--- config.mk ---
export PLATFORM = sky130hd
export DESIGN_NAME = three_voice_sound_generator
export DESIGN_NICKNAME = d
export VERILOG_FILES = /design/src/hw/rtl/tvsg_pkg.sv /design/src/hw/rtl/three_voice_sound_generator.sv
export SDC_FILE = /design/constraint.sdc
export NUM_CORES = 1
export LEC_CHECK = 0
export BUFFER_PORTS_ARGS = -buffer_cell sky130_fd_sc_hd__buf_4
export CAP_MARGIN = 20
export CORE_ASPECT_RATIO = 0.5
export CORE_MARGIN = 3
export CORE_UTILIZATION = 43
export CTS_CLUSTER_DIAMETER = 120
export DETAILED_ROUTE_END_ITERATION = 8
export GPL_ROUTABILITY_DRIVEN = 0
export REMOVE_ABC_BUFFERS = 1
export SETUP_SLACK_MARGIN = 0.5
export SYNTH_ARGS = -nofsm -noshare
export SYNTH_HDL_FRONTEND = slang
export SYNTH_SLANG_ARGS = --single-unit
--- constraint.sdc ---
create_clock -name i_clk -period 7.2 [get_ports i_clk]
set_input_delay 0.36 -clock i_clk [delete_from_list [all_inputs] [get_ports i_clk]]
set_output_delay 0.36 -clock i_clk [all_outputs]
set_load 0.01 [all_outputs]
--- src/hw/rtl/tvsg_pkg.sv ---
// ============================================================================
// tvsg_pkg: shared types and constants for the three-voice sound generator
// Holds the input and result beat structs, the bus function codes, the
// envelope phase codes and the register map indexes.
// ============================================================================
`default_nettype none

package tvsg_pkg;

    // Bus function carried by each input beat.
    typedef enum logic [1:0] {
        FUNC_TICK  = 2'd0,
        FUNC_LINES = 2'd1,
        FUNC_WRITE = 2'd2,
        FUNC_READ  = 2'd3
    } t_func;

    // Envelope phase.
    typedef enum logic [1:0] {
        PHASE_SUS_LOW  = 2'd0,
        PHASE_SUS_HIGH = 2'd1,
        PHASE_ATTACK   = 2'd2,
        PHASE_RELEASE  = 2'd3
    } t_env_phase;

    // Register map.
    localparam logic [3:0] REG_TONE_A_FINE   = 4'd0;
    localparam logic [3:0] REG_TONE_A_COARSE = 4'd1;
    localparam logic [3:0] REG_TONE_B_FINE   = 4'd2;
    localparam logic [3:0] REG_TONE_B_COARSE = 4'd3;
    localparam logic [3:0] REG_TONE_C_FINE   = 4'd4;
    localparam logic [3:0] REG_TONE_C_COARSE = 4'd5;
    localparam logic [3:0] REG_NOISE_PERIOD  = 4'd6;
    localparam logic [3:0] REG_MIXER         = 4'd7;
    localparam logic [3:0] REG_AMP_A         = 4'd8;
    localparam logic [3:0] REG_AMP_B         = 4'd9;
    localparam logic [3:0] REG_AMP_C         = 4'd10;
    localparam logic [3:0] REG_ENV_LOW       = 4'd11;
    localparam logic [3:0] REG_ENV_HIGH      = 4'd12;
    localparam logic [3:0] REG_ENV_SHAPE     = 4'd13;
    localparam logic [3:0] REG_PORT_A        = 4'd14;

    localparam int unsigned NUM_REGS = 16;

    // Envelope shapes with special behavior at the end of a cycle.
    localparam logic [3:0] SHAPE_SAW_DOWN  = 4'h8;
    localparam logic [3:0] SHAPE_TRI_DOWN  = 4'hA;
    localparam logic [3:0] SHAPE_HOLD_B    = 4'hB;
    localparam logic [3:0] SHAPE_SAW_UP    = 4'hC;
    localparam logic [3:0] SHAPE_HOLD_D    = 4'hD;
    localparam logic [3:0] SHAPE_TRI_UP    = 4'hE;

    // One input beat.
    typedef struct packed {
        logic [1:0] func;
        logic       bus_dir;
        logic       bus_ctl;
        logic [7:0] data_in;
        logic [7:0] port_a_in;
    } t_in;

    // One result beat.
    typedef struct packed {
        logic [7:0] read_data;
        logic [3:0] amp_a;
        logic [3:0] amp_b;
        logic [3:0] amp_c;
    } t_out;

endpackage

`default_nettype wire

--- src/hw/rtl/three_voice_sound_generator.sv ---
// Each result beat is registered in the output register, or held in the skid entry while the output stalls.
// Throughput: one input beat per cycle while the skid entry is empty; the state
// update and the mix of each beat fit in the single logic stage ahead of the two-entry result buffer.
// Reset: synchronous active low; clears the register file, the bus latches,
// all counters, the noise shifter and the envelope, and empties the buffer.
// ============================================================================
// three_voice_sound_generator: three-voice programmable sound generator
// Bus-style register interface, three tone counters, a noise shifter and a
// sixteen-step envelope, with a mixed amplitude returned for every beat.
// ============================================================================
`default_nettype none

module three_voice_sound_generator (
    input  wire logic          i_clk,
    input  wire logic          i_rst_n,
    input  wire logic          i_in_valid,
    output logic               o_in_stall,
    input  wire tvsg_pkg::t_in i_in_data,
    output logic               o_out_valid,
    input  wire logic          i_out_stall,
    output tvsg_pkg::t_out     o_out_data
);

    // Architectural state.
    logic [7:0]            r_regs [tvsg_pkg::NUM_REGS];
    logic [7:0]            r_sel;
    logic                  r_dir;
    logic                  r_ctl;
    logic [15:0]           r_tone_cnt [3];
    logic [2:0]            r_tone_lvl;
    logic [15:0]           r_noise_cnt;
    logic [15:0]           r_noise_shift;
    logic                  r_noise_lvl;
    logic [19:0]           r_env_cnt;
    logic [3:0]            r_env_step;
    tvsg_pkg::t_env_phase  r_env_phase;
    logic [3:0]            r_env_lvl;

    logic [7:0]            n_regs [tvsg_pkg::NUM_REGS];
    logic [7:0]            n_sel;
    logic                  n_dir;
    logic                  n_ctl;
    logic [15:0]           n_tone_cnt [3];
    logic [2:0]            n_tone_lvl;
    logic [15:0]           n_noise_cnt;
    logic [15:0]           n_noise_shift;
    logic                  n_noise_lvl;
    logic [19:0]           n_env_cnt;
    logic [3:0]            n_env_step;
    tvsg_pkg::t_env_phase  n_env_phase;
    logic [3:0]            n_env_lvl;

    // Result buffer: output register plus skid entry.
    logic                  r_out_valid;
    tvsg_pkg::t_out        r_out_data;
    logic                  r_skid_valid;
    tvsg_pkg::t_out        r_skid_data;

    tvsg_pkg::t_out        w_result;
    logic                  w_accept;
    logic                  w_take;

    // One tone tick: returns the toggled-or-held level over the new count.
    function automatic logic [16:0] f_tone(input logic [15:0] cnt, input logic [7:0] fine,
                                           input logic [3:0] coarse, input logic lvl);
        logic [16:0] inc;
        logic [16:0] thr;
        inc = {1'b0, cnt} + 17'd1;
        thr = {2'b00, coarse, fine, 3'b000};
        if (inc >= thr) begin
            return {~lvl, 16'd0};
        end
        return {lvl, inc[15:0]};
    endfunction

    // Mix one channel: gate by enabled tone and noise, then pick the amplitude.
    function automatic logic [3:0] f_mix(input logic tone_off, input logic noise_off,
                                         input logic tone_lvl, input logic noise_lvl,
                                         input logic [7:0] amp, input logic [3:0] env_lvl);
        logic on;
        on = (tone_off || tone_lvl) && (noise_off || noise_lvl);
        if (!on) begin
            return 4'd0;
        end
        if (amp[4]) begin
            return env_lvl;
        end
        return amp[3:0];
    endfunction

    assign w_accept   = i_in_valid && !r_skid_valid;
    assign w_take     = r_out_valid && !i_out_stall;
    assign o_in_stall = r_skid_valid;
    assign o_out_valid = r_out_valid;
    assign o_out_data  = r_out_data;

    // Next state and result for the beat at the input.
    always_comb begin
        logic [16:0] tone_a;
        logic [16:0] tone_b;
        logic [16:0] tone_c;
        logic [16:0] noise_inc;
        logic [16:0] noise_thr;
        logic        noise_bit;
        logic [20:0] env_inc;
        logic [20:0] env_thr;
        logic [3:0]  env_step_inc;
        logic [7:0]  rd;

        n_regs        = r_regs;
        n_sel         = r_sel;
        n_dir         = r_dir;
        n_ctl         = r_ctl;
        n_tone_cnt    = r_tone_cnt;
        n_tone_lvl    = r_tone_lvl;
        n_noise_cnt   = r_noise_cnt;
        n_noise_shift = r_noise_shift;
        n_noise_lvl   = r_noise_lvl;
        n_env_cnt     = r_env_cnt;
        n_env_step    = r_env_step;
        n_env_phase   = r_env_phase;
        n_env_lvl     = r_env_lvl;
        rd            = 8'd0;

        tone_a = f_tone(r_tone_cnt[0], r_regs[tvsg_pkg::REG_TONE_A_FINE],
                        r_regs[tvsg_pkg::REG_TONE_A_COARSE][3:0], r_tone_lvl[0]);
        tone_b = f_tone(r_tone_cnt[1], r_regs[tvsg_pkg::REG_TONE_B_FINE],
                        r_regs[tvsg_pkg::REG_TONE_B_COARSE][3:0], r_tone_lvl[1]);
        tone_c = f_tone(r_tone_cnt[2], r_regs[tvsg_pkg::REG_TONE_C_FINE],
                        r_regs[tvsg_pkg::REG_TONE_C_COARSE][3:0], r_tone_lvl[2]);

        noise_inc = {1'b0, r_noise_cnt} + 17'd1;
        noise_thr = {9'd0, r_regs[tvsg_pkg::REG_NOISE_PERIOD][4:0], 3'b000};
        noise_bit = ~(r_noise_shift[15] ^ r_noise_shift[12]);

        env_inc      = {1'b0, r_env_cnt} + 21'd1;
        env_thr      = {1'b0, r_regs[tvsg_pkg::REG_ENV_HIGH],
                        r_regs[tvsg_pkg::REG_ENV_LOW], 4'b0000};
        env_step_inc = r_env_step + 4'd1;

        case (tvsg_pkg::t_func'(i_in_data.func))
            tvsg_pkg::FUNC_TICK: begin
                // Tone channels.
                n_tone_cnt[0] = tone_a[15:0];
                n_tone_cnt[1] = tone_b[15:0];
                n_tone_cnt[2] = tone_c[15:0];
                n_tone_lvl    = {tone_c[16], tone_b[16], tone_a[16]};

                // Noise shifter.
                if (noise_inc >= noise_thr) begin
                    n_noise_cnt   = 16'd0;
                    n_noise_shift = {r_noise_shift[14:0], noise_bit};
                    n_noise_lvl   = noise_bit;
                end else begin
                    n_noise_cnt = noise_inc[15:0];
                end

                // Envelope: step, follow the shape at the wrap, then set the level.
                if (env_inc < env_thr) begin
                    n_env_cnt = env_inc[19:0];
                end else begin
                    n_env_cnt  = 20'd0;
                    n_env_step = env_step_inc;
                    if (env_step_inc == 4'd0) begin
                        case (r_regs[tvsg_pkg::REG_ENV_SHAPE][3:0])
                            tvsg_pkg::SHAPE_SAW_DOWN,
                            tvsg_pkg::SHAPE_SAW_UP: begin
                                n_env_phase = r_env_phase;
                            end
                            tvsg_pkg::SHAPE_TRI_DOWN: begin
                                n_env_phase = tvsg_pkg::PHASE_ATTACK;
                                n_regs[tvsg_pkg::REG_ENV_SHAPE] = {4'd0, tvsg_pkg::SHAPE_TRI_UP};
                            end
                            tvsg_pkg::SHAPE_HOLD_B,
                            tvsg_pkg::SHAPE_HOLD_D: begin
                                n_env_phase = tvsg_pkg::PHASE_SUS_HIGH;
                            end
                            tvsg_pkg::SHAPE_TRI_UP: begin
                                n_env_phase = tvsg_pkg::PHASE_RELEASE;
                                n_regs[tvsg_pkg::REG_ENV_SHAPE] = {4'd0, tvsg_pkg::SHAPE_TRI_DOWN};
                            end
                            default: begin
                                n_env_phase = tvsg_pkg::PHASE_SUS_LOW;
                            end
                        endcase
                    end
                    case (n_env_phase)
                        tvsg_pkg::PHASE_SUS_HIGH: n_env_lvl = 4'hF;
                        tvsg_pkg::PHASE_ATTACK:   n_env_lvl = env_step_inc;
                        tvsg_pkg::PHASE_RELEASE:  n_env_lvl = 4'hF - env_step_inc;
                        default:                  n_env_lvl = 4'h0;
                    endcase
                end
            end
            tvsg_pkg::FUNC_LINES: begin
                n_dir = i_in_data.bus_dir;
                n_ctl = i_in_data.bus_ctl;
            end
            tvsg_pkg::FUNC_WRITE: begin
                // Address latch with BC1 high, register write with BC1 low.
                if (r_dir) begin
                    if (r_ctl) begin
                        n_sel = i_in_data.data_in;
                    end else if (r_sel[7:4] == 4'd0) begin
                        n_regs[r_sel[3:0]] = i_in_data.data_in;
                    end
                end
            end
            default: begin
                // Read: only with BDIR low and BC1 high, and inside the file.
                if (!r_dir && r_ctl && (r_sel[7:4] == 4'd0)) begin
                    if (r_sel[3:0] == tvsg_pkg::REG_PORT_A) begin
                        rd = i_in_data.port_a_in;
                    end else begin
                        rd = r_regs[r_sel[3:0]];
                    end
                end
            end
        endcase

        // Mix from the state left by this beat.
        w_result.read_data = rd;
        w_result.amp_a = f_mix(n_regs[tvsg_pkg::REG_MIXER][0], n_regs[tvsg_pkg::REG_MIXER][3],
                               n_tone_lvl[0], n_noise_lvl, n_regs[tvsg_pkg::REG_AMP_A],
                               n_env_lvl);
        w_result.amp_b = f_mix(n_regs[tvsg_pkg::REG_MIXER][1], n_regs[tvsg_pkg::REG_MIXER][4],
                               n_tone_lvl[1], n_noise_lvl, n_regs[tvsg_pkg::REG_AMP_B],
                               n_env_lvl);
        w_result.amp_c = f_mix(n_regs[tvsg_pkg::REG_MIXER][2], n_regs[tvsg_pkg::REG_MIXER][5],
                               n_tone_lvl[2], n_noise_lvl, n_regs[tvsg_pkg::REG_AMP_C],
                               n_env_lvl);
    end

    // State registers advance on every accepted beat.
    always_ff @(posedge i_clk) begin
        if (!i_rst_n) begin
            for (int i = 0; i < tvsg_pkg::NUM_REGS; i++) begin
                r_regs[i] <= 8'd0;
            end
            for (int i = 0; i < 3; i++) begin
                r_tone_cnt[i] <= 16'd0;
            end
            r_sel         <= 8'd0;
            r_dir         <= 1'b0;
            r_ctl         <= 1'b0;
            r_tone_lvl    <= 3'd0;
            r_noise_cnt   <= 16'd0;
            r_noise_shift <= 16'd0;
            r_noise_lvl   <= 1'b0;
            r_env_cnt     <= 20'd0;
            r_env_step    <= 4'd0;
            r_env_phase   <= tvsg_pkg::PHASE_SUS_LOW;
            r_env_lvl     <= 4'd0;
        end else if (w_accept) begin
            r_regs        <= n_regs;
            r_tone_cnt    <= n_tone_cnt;
            r_sel         <= n_sel;
            r_dir         <= n_dir;
            r_ctl         <= n_ctl;
            r_tone_lvl    <= n_tone_lvl;
            r_noise_cnt   <= n_noise_cnt;
            r_noise_shift <= n_noise_shift;
            r_noise_lvl   <= n_noise_lvl;
            r_env_cnt     <= n_env_cnt;
            r_env_step    <= n_env_step;
            r_env_phase   <= n_env_phase;
            r_env_lvl     <= n_env_lvl;
        end
    end

    // Result buffer: the skid entry catches a beat while the output is stalled.
    always_ff @(posedge i_clk) begin
        if (!i_rst_n) begin
            r_out_valid  <= 1'b0;
            r_skid_valid <= 1'b0;
        end else if (w_take || !r_out_valid) begin
            if (r_skid_valid) begin
                r_out_data   <= r_skid_data;
                r_out_valid  <= 1'b1;
                r_skid_valid <= 1'b0;
            end else if (w_accept) begin
                r_out_data  <= w_result;
                r_out_valid <= 1'b1;
            end else begin
                r_out_valid <= 1'b0;
            end
        end else if (w_accept) begin
            r_skid_data  <= w_result;
            r_skid_valid <= 1'b1;
        end
    end

endmodule

`default_nettype wire

[Word level (Yosys, flattened, before mapping)]
Index checks and enable logic that the tools add are counted.
Cells by class
  add/subtract/negate cells: 7
  multipliers: 0
  div/mod/pow operators: 0
  $lt $le $gt $ge: 7
  eq/ne operators: 18
  shifts and indexed selects: 0
  muxes and demuxes: 60
  bitwise gates (word level): 10
  reduce and logical (&&, ||, !) cells: 37
Operator list (count)
  $mux W70: 3
  $bwmux W128: 1
  $mux W17: 6
  $add A16 B1 Y17 const B: 4
  $mux W8: 8
  $mux W20: 3
  $mux W4: 14
  $ge A17 B15 Y1: 3
  $mux W46: 1
  $bmux W8 S4: 1
  $demux W8 S4: 1
  $pmux W8 S2: 2
  $eq A4 B4 Y1 const B: 7
  $add A20 B1 Y21 const B: 1
  $lt A21 B20 Y1: 1
  $ge A17 B8 Y1: 1
  $mux W16: 1
  $mux W1: 13
  $pmux W4 S3: 1
  $reduce_and A3 Y1: 4
  $ne A2 B2 Y1 const B: 5
  $logic_and A1 B1 Y1: 8
  $logic_not A4 Y1: 2
  $not A1 Y1: 8
  22 further kinds: 40
Storage, ports and cells
  flip-flop bits (word level): 294
  latch bits: 0
  RAM bits: 0
  bits in read-only memories: 0
  input port bits: 24
  output and inout port bits: 22
  logic and storage cells: 183
  memories kept: 0

[Logic depth before layout (Yosys ltp)]
Gate-level depths: netlist (run 1).
  depth in word-level cells: 18
  mapped depth: 19
  mapped depth without buffers: 17

[Least setup slack after synthesis (run 1)]
OpenSTA, ideal clock, no wires.
  path type: reg2reg
  start: register r_env_cnt[6]
  end: register r_regs[16] (netlist name)
  setup time: 0.127 ns
  arrival time: 3.804 ns
  data required time: 7.073 ns
  path slack: 3.269 ns
  stages on the path, launching flop included: 18
  path buffers: 2
  clock period less this slack: 3.931 ns
  cells stage by stage: dfxtp_1 > and3_1 > and4_1 > and3_1 > and2_1 > clkbuf_1 > nand4_1 > xnor2_1 > ha_1 > nand4_1 > or2_2 > o211ai_1 > a21oi_1 > o21a_1 > o41ai_1 > and2_0 > clkbuf_1 > o21ai_0
On the way
  word-level cells in the longest chain between the ends: 4
RTL lines
  start, declared: line three_voice_sound_generator.sv:34  | logic [19:0] r_env_cnt;
  start signal, assigned: line three_voice_sound_generator.sv:264  | r_env_cnt <= n_env_cnt;
  $add A20 B1 Y21: line three_voice_sound_generator.sv:136  | env_inc = {1'b0, r_env_cnt} + 21'd1;
  $lt A21 B20 Y1: line three_voice_sound_generator.sv:159  | if (env_inc < env_thr) begin
  $ne A2 B2 Y1 (no line)
  $reduce_and A8 Y1 (no line)
  end signal, assigned: line three_voice_sound_generator.sv:255  | r_regs <= n_regs;
  end, declared: line three_voice_sound_generator.sv:25  | logic [7:0] r_regs [tvsg_pkg::NUM_REGS];
Every way passes these cells.
A chain may end at the register's enable or synchronous reset.

[Worst setup path after layout (run 1)]
  start: register r_env_cnt[2]
  end: register r_regs[21] (netlist name)
Same word-level chain as after synthesis.

==> results.sh, run 1 <==
export IMPL_crit_buf_inv=0
export IMPL_clk_pin_slew_ns=0.07
export IMPL_rrSetupSlack_ns=2.49
export IMPL_synth_ff_type="dfxtp_1"
export IMPL_synth_top_area_share_pct=30.39
export IMPL_cts_made_buffers=28
export IMPL_worstPathRequired_ns=7.63
export IMPL_fin_crit_ns=4.705
export IMPL_overflow=0
export IMPL_critPathCaptureType="flop"
export IMPL_n_fill_cell=3497
export IMPL_initial_utilization_pct=44.35
export IMPL_worstSetupStartpointType="flop"
export IMPL_cp_num_cells=15
export IMPL_cp_data_arrival_time_ns=5.13
export IMPL_synth_avg_cell_area_um2=8.493
export IMPL_syn_area_mm2=0.01621
export IMPL_n_antenna_cell=0
export IMPL_grt_pass1_vias=12624
export IMPL_track_usage_pct=22.35
export IMPL_r2r_end="r_regs[21]"
export IMPL_dp_cells=2346
export IMPL_slowest_stage="o41ai_1"
export IMPL_yosysTopAreaCell="dfxtp_1"
export IMPL_internal_power_mw=2.679
export IMPL_ys_seq_elements=286
export IMPL_p_leak_nw=6.209
export IMPL_crit_fanout=13
export IMPL_powerDensity_mw_per_mm2=191.2
export IMPL_dieHeight_um=143.3
export IMPL_clockBufferDepth=3
export IMPL_fin_crit_sh_pct=65.35
export IMPL_vias=13578
export IMPL_area_growth_pct=11.04
export IMPL_die_area_mm2=0.04019
export IMPL_final_util_pct=49.25
export IMPL_power_switching_share_pct=22.12
export IMPL_drive_gt1_share_pct=9.797
export IMPL_pwr_share_seq_pct=47.4
export IMPL_r2r_cells=15
export IMPL_nets=1988
export IMPL_port_buffer_count=45
export IMPL_ys_seq_area_share_pct=37.80
export IMPL_hp_class="in2reg"
export IMPL_finalHoldViolCount=0
export IMPL_tightest_slew_ns=1.051
export IMPL_drc_errors=0
export IMPL_die_x_um=280.5
export IMPL_fin_cells=2403
export IMPL_irDropWorstVdd_v=0.0001508
export IMPL_synth_cell_types=73
export IMPL_clock_latency_ns=0.57
export IMPL_crit_chain="and3_1 -> and4_1 -> and3_1 -> and2_1 -> nand4_1 -> xnor2_1 -> ha_1 -> nand4_1 -> or2_2 -> o211ai_1 -> a21oi_1 -> o21a_1 -> o41ai_1 -> and2_0 -> o21ai_0"
export IMPL_power_switching_mw=0.7609
export IMPL_layout_setup_ws_ns=2.495
export IMPL_rsz0062_at_grt="false"
export IMPL_critical_path_top_delay_family="simple AND/OR/NAND/NOR gates"
export IMPL_tns_ns=0
export IMPL_antenna_found_initial=0
export IMPL_outcome="completed"
export IMPL_numClockSinks=286
export IMPL_slew_headroom_pct=29.55
export IMPL_cts_tree="done"
export IMPL_grt_max_degree=91
export IMPL_post_place_ws_ns=2.603
export IMPL_cts_htree_levels=1
export IMPL_coreArea_mm2=0.03654
export IMPL_async_flop_share_pct=0
export IMPL_vias_per_cell=5.650
export IMPL_cts_root_buffer="clkbuf_16"
export IMPL_wire_per_inst_um=18.77
export IMPL_ys_warn_count=0
export IMPL_post_cts_buffers=0
export IMPL_pwr_share_comb_pct=4.2
export IMPL_finalWirelength_um=45090
export IMPL_first_pass_iters=6
export IMPL_hold_slack_ns=0.05412
export IMPL_maxClockFrequency_ghz=0.2125
export IMPL_final_max_slew_violation_count=0
export IMPL_synthTopCellsByArea="dfxtp_1 30%, nand2_1 8.8%, a21boi_0 8.2%"
export IMPL_critPathCapture="r_regs[21]"
export IMPL_ioPinCount=46
export IMPL_dp_hpwl_um=31110
export IMPL_final_area_mm2=0.01799
export IMPL_grt_pass1_wl_um=71770
export IMPL_synth_edf_count=40
export IMPL_final_antenna_net_count=0
export IMPL_cts_resized=0
export IMPL_setup_violations=0
export IMPL_rows=49
export IMPL_maxCapViolCount=0
export IMPL_critical_path_max_stage_delay_ns=0.63
export IMPL_drt_iter0_drc=1079
export IMPL_crit_type="reg2reg"
export IMPL_syn_inst=1908
export IMPL_clkPwrFrac_pct=48.5
export IMPL_finalPower_mw=3.440
export IMPL_skew_ns=0.02062
export IMPL_cp_startpoint="r_env_cnt[2]"
export IMPL_post_dp_cell_area_mm2=0.01690
export IMPL_r2r_start="r_env_cnt[2]"
export IMPL_postCtsHoldBufs=0
## state kept, by name, indices dropped and copies added (netlist names)
signal         count
o_out_valid        1
r_dir              1
r_ctl              1
r_noise_lvl        1
r_env_lvl          4
r_noise_shift     16
r_env_step         4
r_env_phase        2
r_sel              8
r_regs           120
o_out_data        20
r_tone_cnt        48
r_skid_data       20
o_in_stall         1
r_noise_cnt       16
r_tone_lvl         3
r_env_cnt         20
## cell usage in the layout (no fill, tap or decap), types with 7 or more instances in the layout
cell,netlist,layout
dfxtp_1,246,244
o21a_1,8,8
nor3_1,43,43
nor3b_1,7,7
clkbuf_16,0,31
nand2_1,381,380
buf_4,1,66
a22oi_1,16,16
xnor2_1,42,42
nor2_1,89,88
a21o_1,10,10
edfxtp_1,40,40
mux2_2,14,14
nor4_1,10,10
nand3b_1,15,15
xor2_1,32,32
and2_1,20,20
nand3_1,57,57
mux4_2,25,25
mux2i_1,46,46
a2111oi_0,10,9
ha_1,66,66
a21boi_0,176,176
nand4_1,27,27
o21ai_0,77,77
and4_1,8,8
nand2b_1,19,19
a211oi_1,12,12
inv_1,62,63
or3_1,7,7
and3_1,37,37
nor2b_1,62,62
a21oi_1,50,49
o31ai_1,10,10
## Yosys cell counts (4+ instances only)
master and count:
buf_2 5, o21a_1 8, xnor2_1 42, nor3_1 43, a2111oi_0 10, and4_1 8, o31ai_1 10, a31o_2 4
inv_1 62, nand3_1 57, and2_1 20, a21boi_0 176, mux2i_1 46, mux2_2 14, and3_1 37, a221oi_1 4
a21oi_1 50, buf_1 7, a211oi_1 12, nor4_1 10, a22oi_1 16, o211ai_1 5, mux4_2 25, a21o_1 10
nor2_1 89, nand2b_1 19, nand3b_1 15, nor3b_1 7, nor2b_1 62, nand2_1 381, o21ai_0 77, clkbuf_1 100
dfxtp_1 246, xor2_1 32, or2_2 6, or3_1 7, ha_1 66, nand4_1 27, edfxtp_1 40
## metal layers
layer | vias up | global-route usage (%) | wire length, um
met1 | 6437 | 32.84 | 21850
met3 | 62 | 4.313 | 3165
met2 | 401 | 33.92 | 19210
met5 | - | 0 | 0
met4 | 0 | 4.993 | 872
li1 | 6678 | - | -
## logic make-up after synthesis
group / after synthesis / synth area share (%)
xor+xnor: 74 / 3.999
simple gates: 802 / 23.62
flops: 286 / 37.80
compound gates: 419 / 17.99
fa+ha+maj: 66 / 5.096
buf+inv: 175 / 4.115
mux: 86 / 7.381
## tightest hold or removal path: stages
cell and delay [ns]:
buf_4 0.08, mux2i_1 0.05, nor2b_1 0.09
## cell type report
class	count	area [um^2]	area share (%)
Tap cell	484	605.6	3.365
Clock inverter	12	188.9	1.050
Timing Repair Buffer	73	555.5	3.087
Sequential cell	286	6128	34.06
Clock buffer	39	855.8	4.756
Multi-Input combinational cell	1447	9428	52.39
Inverter	62	232.7	1.293
## power by group through the flow
stage | logic, mW | registers [mW] | clock network (mW)
after floorplan | 0.0559 | 1.67 | 0
after global placement | 0.141 | 1.67 | 0
after detailed placement | 0.141 | 1.67 | 0
after CTS | 0.141 | 1.63 | 1.70
after global routing | 0.154 | 1.63 | 1.76
final | 0.143 | 1.63 | 1.67
## how the worst min path moves through the flow
stage / from / endpoint / slack (ns) / cells past startpoint
5_1_grt: i_in_data[16] / r_ctl / 0.07 / 3
4_1_cts: i_in_data[16] / r_ctl / 0.04 / 3
2_1_floorplan: r_regs[20] / r_regs[20] / 0.44 / 2
3_3_place_gp: r_regs[119] / r_regs[119] / 0.45 / 2
3_5_place_dp: r_regs[100] / r_regs[100] / 0.46 / 2
6_report: i_in_data[16] / r_ctl / 0.05 / 3
Note: power is estimated with default switching activity, not from simulation.
==> inputs of run 2 (changes only) <==
--- a/config.mk
+++ b/config.mk
@@ -5,6 +5,7 @@
 export SDC_FILE = /design/constraint.sdc
 export NUM_CORES = 1
 export LEC_CHECK = 0
+export ABC_AREA = 1
 export BUFFER_PORTS_ARGS = -buffer_cell sky130_fd_sc_hd__buf_4
 export CAP_MARGIN = 20
 export CORE_ASPECT_RATIO = 0.5
==> constraint.sdc (replaced) <==
create_clock -name i_clk -period 4.5 [get_ports i_clk]
set_input_delay 0.225 -clock i_clk [delete_from_list [all_inputs] [get_ports i_clk]]
set_output_delay 0.225 -clock i_clk [all_outputs]
set_load 0.01 [all_outputs]
==> run 2 against run 1 <==
Compared with the run above:
- combinational power increased by 87%
- clock power increased by 48%
- critical path depth is 10 higher
- die area shrank 4.6%
==> results.sh, run 2 <==
export IMPL_cts_root_buffer="clkbuf_16"
export IMPL_area_growth_pct=11.23
export IMPL_syn_area_mm2=0.01544
export IMPL_fin_crit_ns=3.640
export IMPL_synth_avg_cell_area_um2=7.394
export IMPL_powerDensity_mw_per_mm2=314.3
export IMPL_most_common_layout_cells="470 x nand2_1, 251 x dfxtp_1, 241 x a21oi_1"
export IMPL_holdPathStages=3
export IMPL_ys_seq_elements=291
export IMPL_rsz0062_at_grt="false"
export IMPL_drt_iter0_drc=1161
export IMPL_yosysTopAreaCell="dfxtp_1"
export IMPL_r2r_end="r_skid_data[1]"
export IMPL_post_dp_cell_area_mm2=0.01613
export IMPL_critical_path_max_stage_delay_ns=0.38
export IMPL_clock_latency_ns=0.57
export IMPL_slew_headroom_pct=38.05
export IMPL_drc_errors=0
export IMPL_synthTopCellsByArea="dfxtp_1 33%, nand2_1 11%, a21oi_1 7.8%"
export IMPL_crit_type="reg2reg"
export IMPL_setup_violations=0
export IMPL_min_to="r_regs[58]"
export IMPL_grt_pass1_wl_um=67920
export IMPL_min_delay_start="i_in_data[10]"
export IMPL_final_antenna_net_count=0
export IMPL_final_common_cell="nand2_1"
export IMPL_synth_ff_type="dfxtp_1"
export IMPL_coreArea_mm2=0.03495
export IMPL_numClockSinks=291
export IMPL_slowest_stage="dfxtp_1"
export IMPL_vias_per_cell=5.263
export IMPL_drive_gt1_share_pct=9.382
export IMPL_grt_max_degree=77
export IMPL_worstPathRequired_ns=4.92
export IMPL_rows=48
export IMPL_final_max_slew_violation_count=0
export IMPL_async_flop_share_pct=0
export IMPL_overflow=0
export IMPL_wire_per_inst_um=16.57
export IMPL_clockBufferDepth=3
export IMPL_die_area_mm2=0.03835
export IMPL_ys_warn_count=0
export IMPL_r2r_start="r_tone_cnt[0]"
export IMPL_grt_pass1_vias=12424
export IMPL_critPathCaptureType="flop"
export IMPL_finalWirelength_um=43020
export IMPL_maxCapViolCount=0
export IMPL_p_leak_nw=6.815
export IMPL_dieHeight_um=140.0
export IMPL_port_buffer_count=45
export IMPL_yosysMostFrequentCell="nand2_1"
export IMPL_cts_tree="done"
export IMPL_n_antenna_cell=0
export IMPL_initial_utilization_pct=44.17
export IMPL_track_usage_pct=21.92
export IMPL_post_place_ws_ns=0.5799
export IMPL_rrSetupSlack_ns=0.86
export IMPL_ioPinCount=46
export IMPL_die_x_um=274.0
export IMPL_reg_top3="r_regs: 125 flops, r_tone_cnt: 48 flops"
export IMPL_finalHoldViolCount=0
export IMPL_r2r_cells=25
export IMPL_worstSetupStartpointType="flop"
export IMPL_maxClockFrequency_ghz=0.2748
export IMPL_cts_htree_levels=1
export IMPL_crit_fanout=5
export IMPL_post_cts_buffers=0
export IMPL_synthTopCellsByCount="472 x nand2_1, 251 x dfxtp_1, 241 x a21oi_1, 221 x inv_1, 176 x o21ai_0"
export IMPL_cp_startpoint="r_tone_cnt[0]"
export IMPL_final_area_mm2=0.01717
export IMPL_n_fill_cell=3522
export IMPL_top_register="r_regs"
export IMPL_synth_cell_types=61
export IMPL_clk_pin_slew_ns=0.07
export IMPL_tns_ns=0
export IMPL_path_common_cell="nor2_1"
export IMPL_tightest_slew_ns=0.9216
export IMPL_cts_made_buffers=27
export IMPL_syn_inst=2088
export IMPL_layout_setup_ws_ns=0.8604
export IMPL_dp_hpwl_um=30230
export IMPL_largest_reg_flops=125
export IMPL_vias=13663
export IMPL_ys_seq_area_share_pct=40.33
export IMPL_synth_edf_count=40
export IMPL_skew_ns=0.03202
export IMPL_fin_crit_sh_pct=80.88
export IMPL_synth_top_area_share_pct=32.55
export IMPL_first_pass_iters=6
export IMPL_cp_data_arrival_time_ns=4.06
export IMPL_antenna_found_initial=0
export IMPL_hp_class="in2reg"
export IMPL_irDropWorstVdd_v=0.0002657
export IMPL_nets=2192
export IMPL_outcome="completed"
-- run 2: layout make-up --
class	count	area, um^2	share of cell area, %
repair buffers	70	558.0	3.250
well taps	475	594.3	3.461
clock inverters	12	171.4	0.9982
multi-input cells	1472	7954	46.32
inverters	240	909.6	5.297
flip-flops and latches	291	6226	36.26
clock buffers	36	759.5	4.423
-- run 2: stage by stage --
step	util, %	total power [mW]	hold slack [ns]	std cells
after detailed placement	46.15	2.983	0.4476	2540
final	49.13	5.398	0.02846	2596
after global placement	46.15	2.983	0.4411	2540
after global routing	49.13	5.583	0.01873	2596
after CTS	49.04	5.443	0.0008650	2596
after floorplan	-	2.850	0.3464	2003
-- run 2: power by group --
group | switching, mW | leakage [nW] | total, mW | internal, mW
registers | 0.0129 | 2.39 | 2.67 | 2.65
clock network | 1.05 | 0.451 | 2.47 | 1.42
logic | 0.196 | 3.97 | 0.267 | 0.0711
-- run 2: layer usage --
metal / GRT usage, % / wire length, um
met1: 33.16 / 21440
met2: 32.34 / 17910
met3: 3.663 / 2657
met4: 5.159 / 1023
met5: 0 / 0
-- run 2: kinds of logic (layout without fill, tap and decap cells) --
kind of cell / after synthesis / in the layout / synth area share, %
AO/OA/AOI/OAI: 540 / 540 / 19.84
XOR/XNOR: 63 / 63 / 3.574
adder cells (fa/ha/maj): 66 / 66 / 5.349
AND/OR/NAND/NOR: 803 / 803 / 22.55
flip-flops: 291 / 291 / 40.33
buffers and inverters: 325 / 358 / 8.364
-- run 2: critical path: cells and delay by family, from the launching register on --
| kind | cells | cell delay, ns |
|---|---|---|
| AND/OR/NAND/NOR | 17 | 1.80 |
| adder cells (fa/ha/maj) | 2 | 0.50 |
| AO/OA/AOI/OAI | 2 | 0.39 |
| flip-flops | 1 | 0.38 |
| buffers and inverters | 3 | 0.31 |
| XOR/XNOR | 1 | 0.11 |
-- run 2: worst max-delay path by stage --
stage	endpoint	slack (ns)	cells after the start
after floorplan	r_tone_cnt[16]	0.11	6
after global placement	r_env_step[0]	0.65	21
after detailed placement	r_env_step[0]	0.58	21
after CTS	r_env_step[0]	0.55	21
after global routing	r_skid_data[1]	0.50	25
final	r_skid_data[1]	0.86	25
-- run 2: what timing repair did --
item / in CTS / in global routing
hold endpoints to repair: 12 / 0
hold buffers: 8 / 0
endpoints found under the setup margin: 0 / 30
resized for setup: 0 / 8
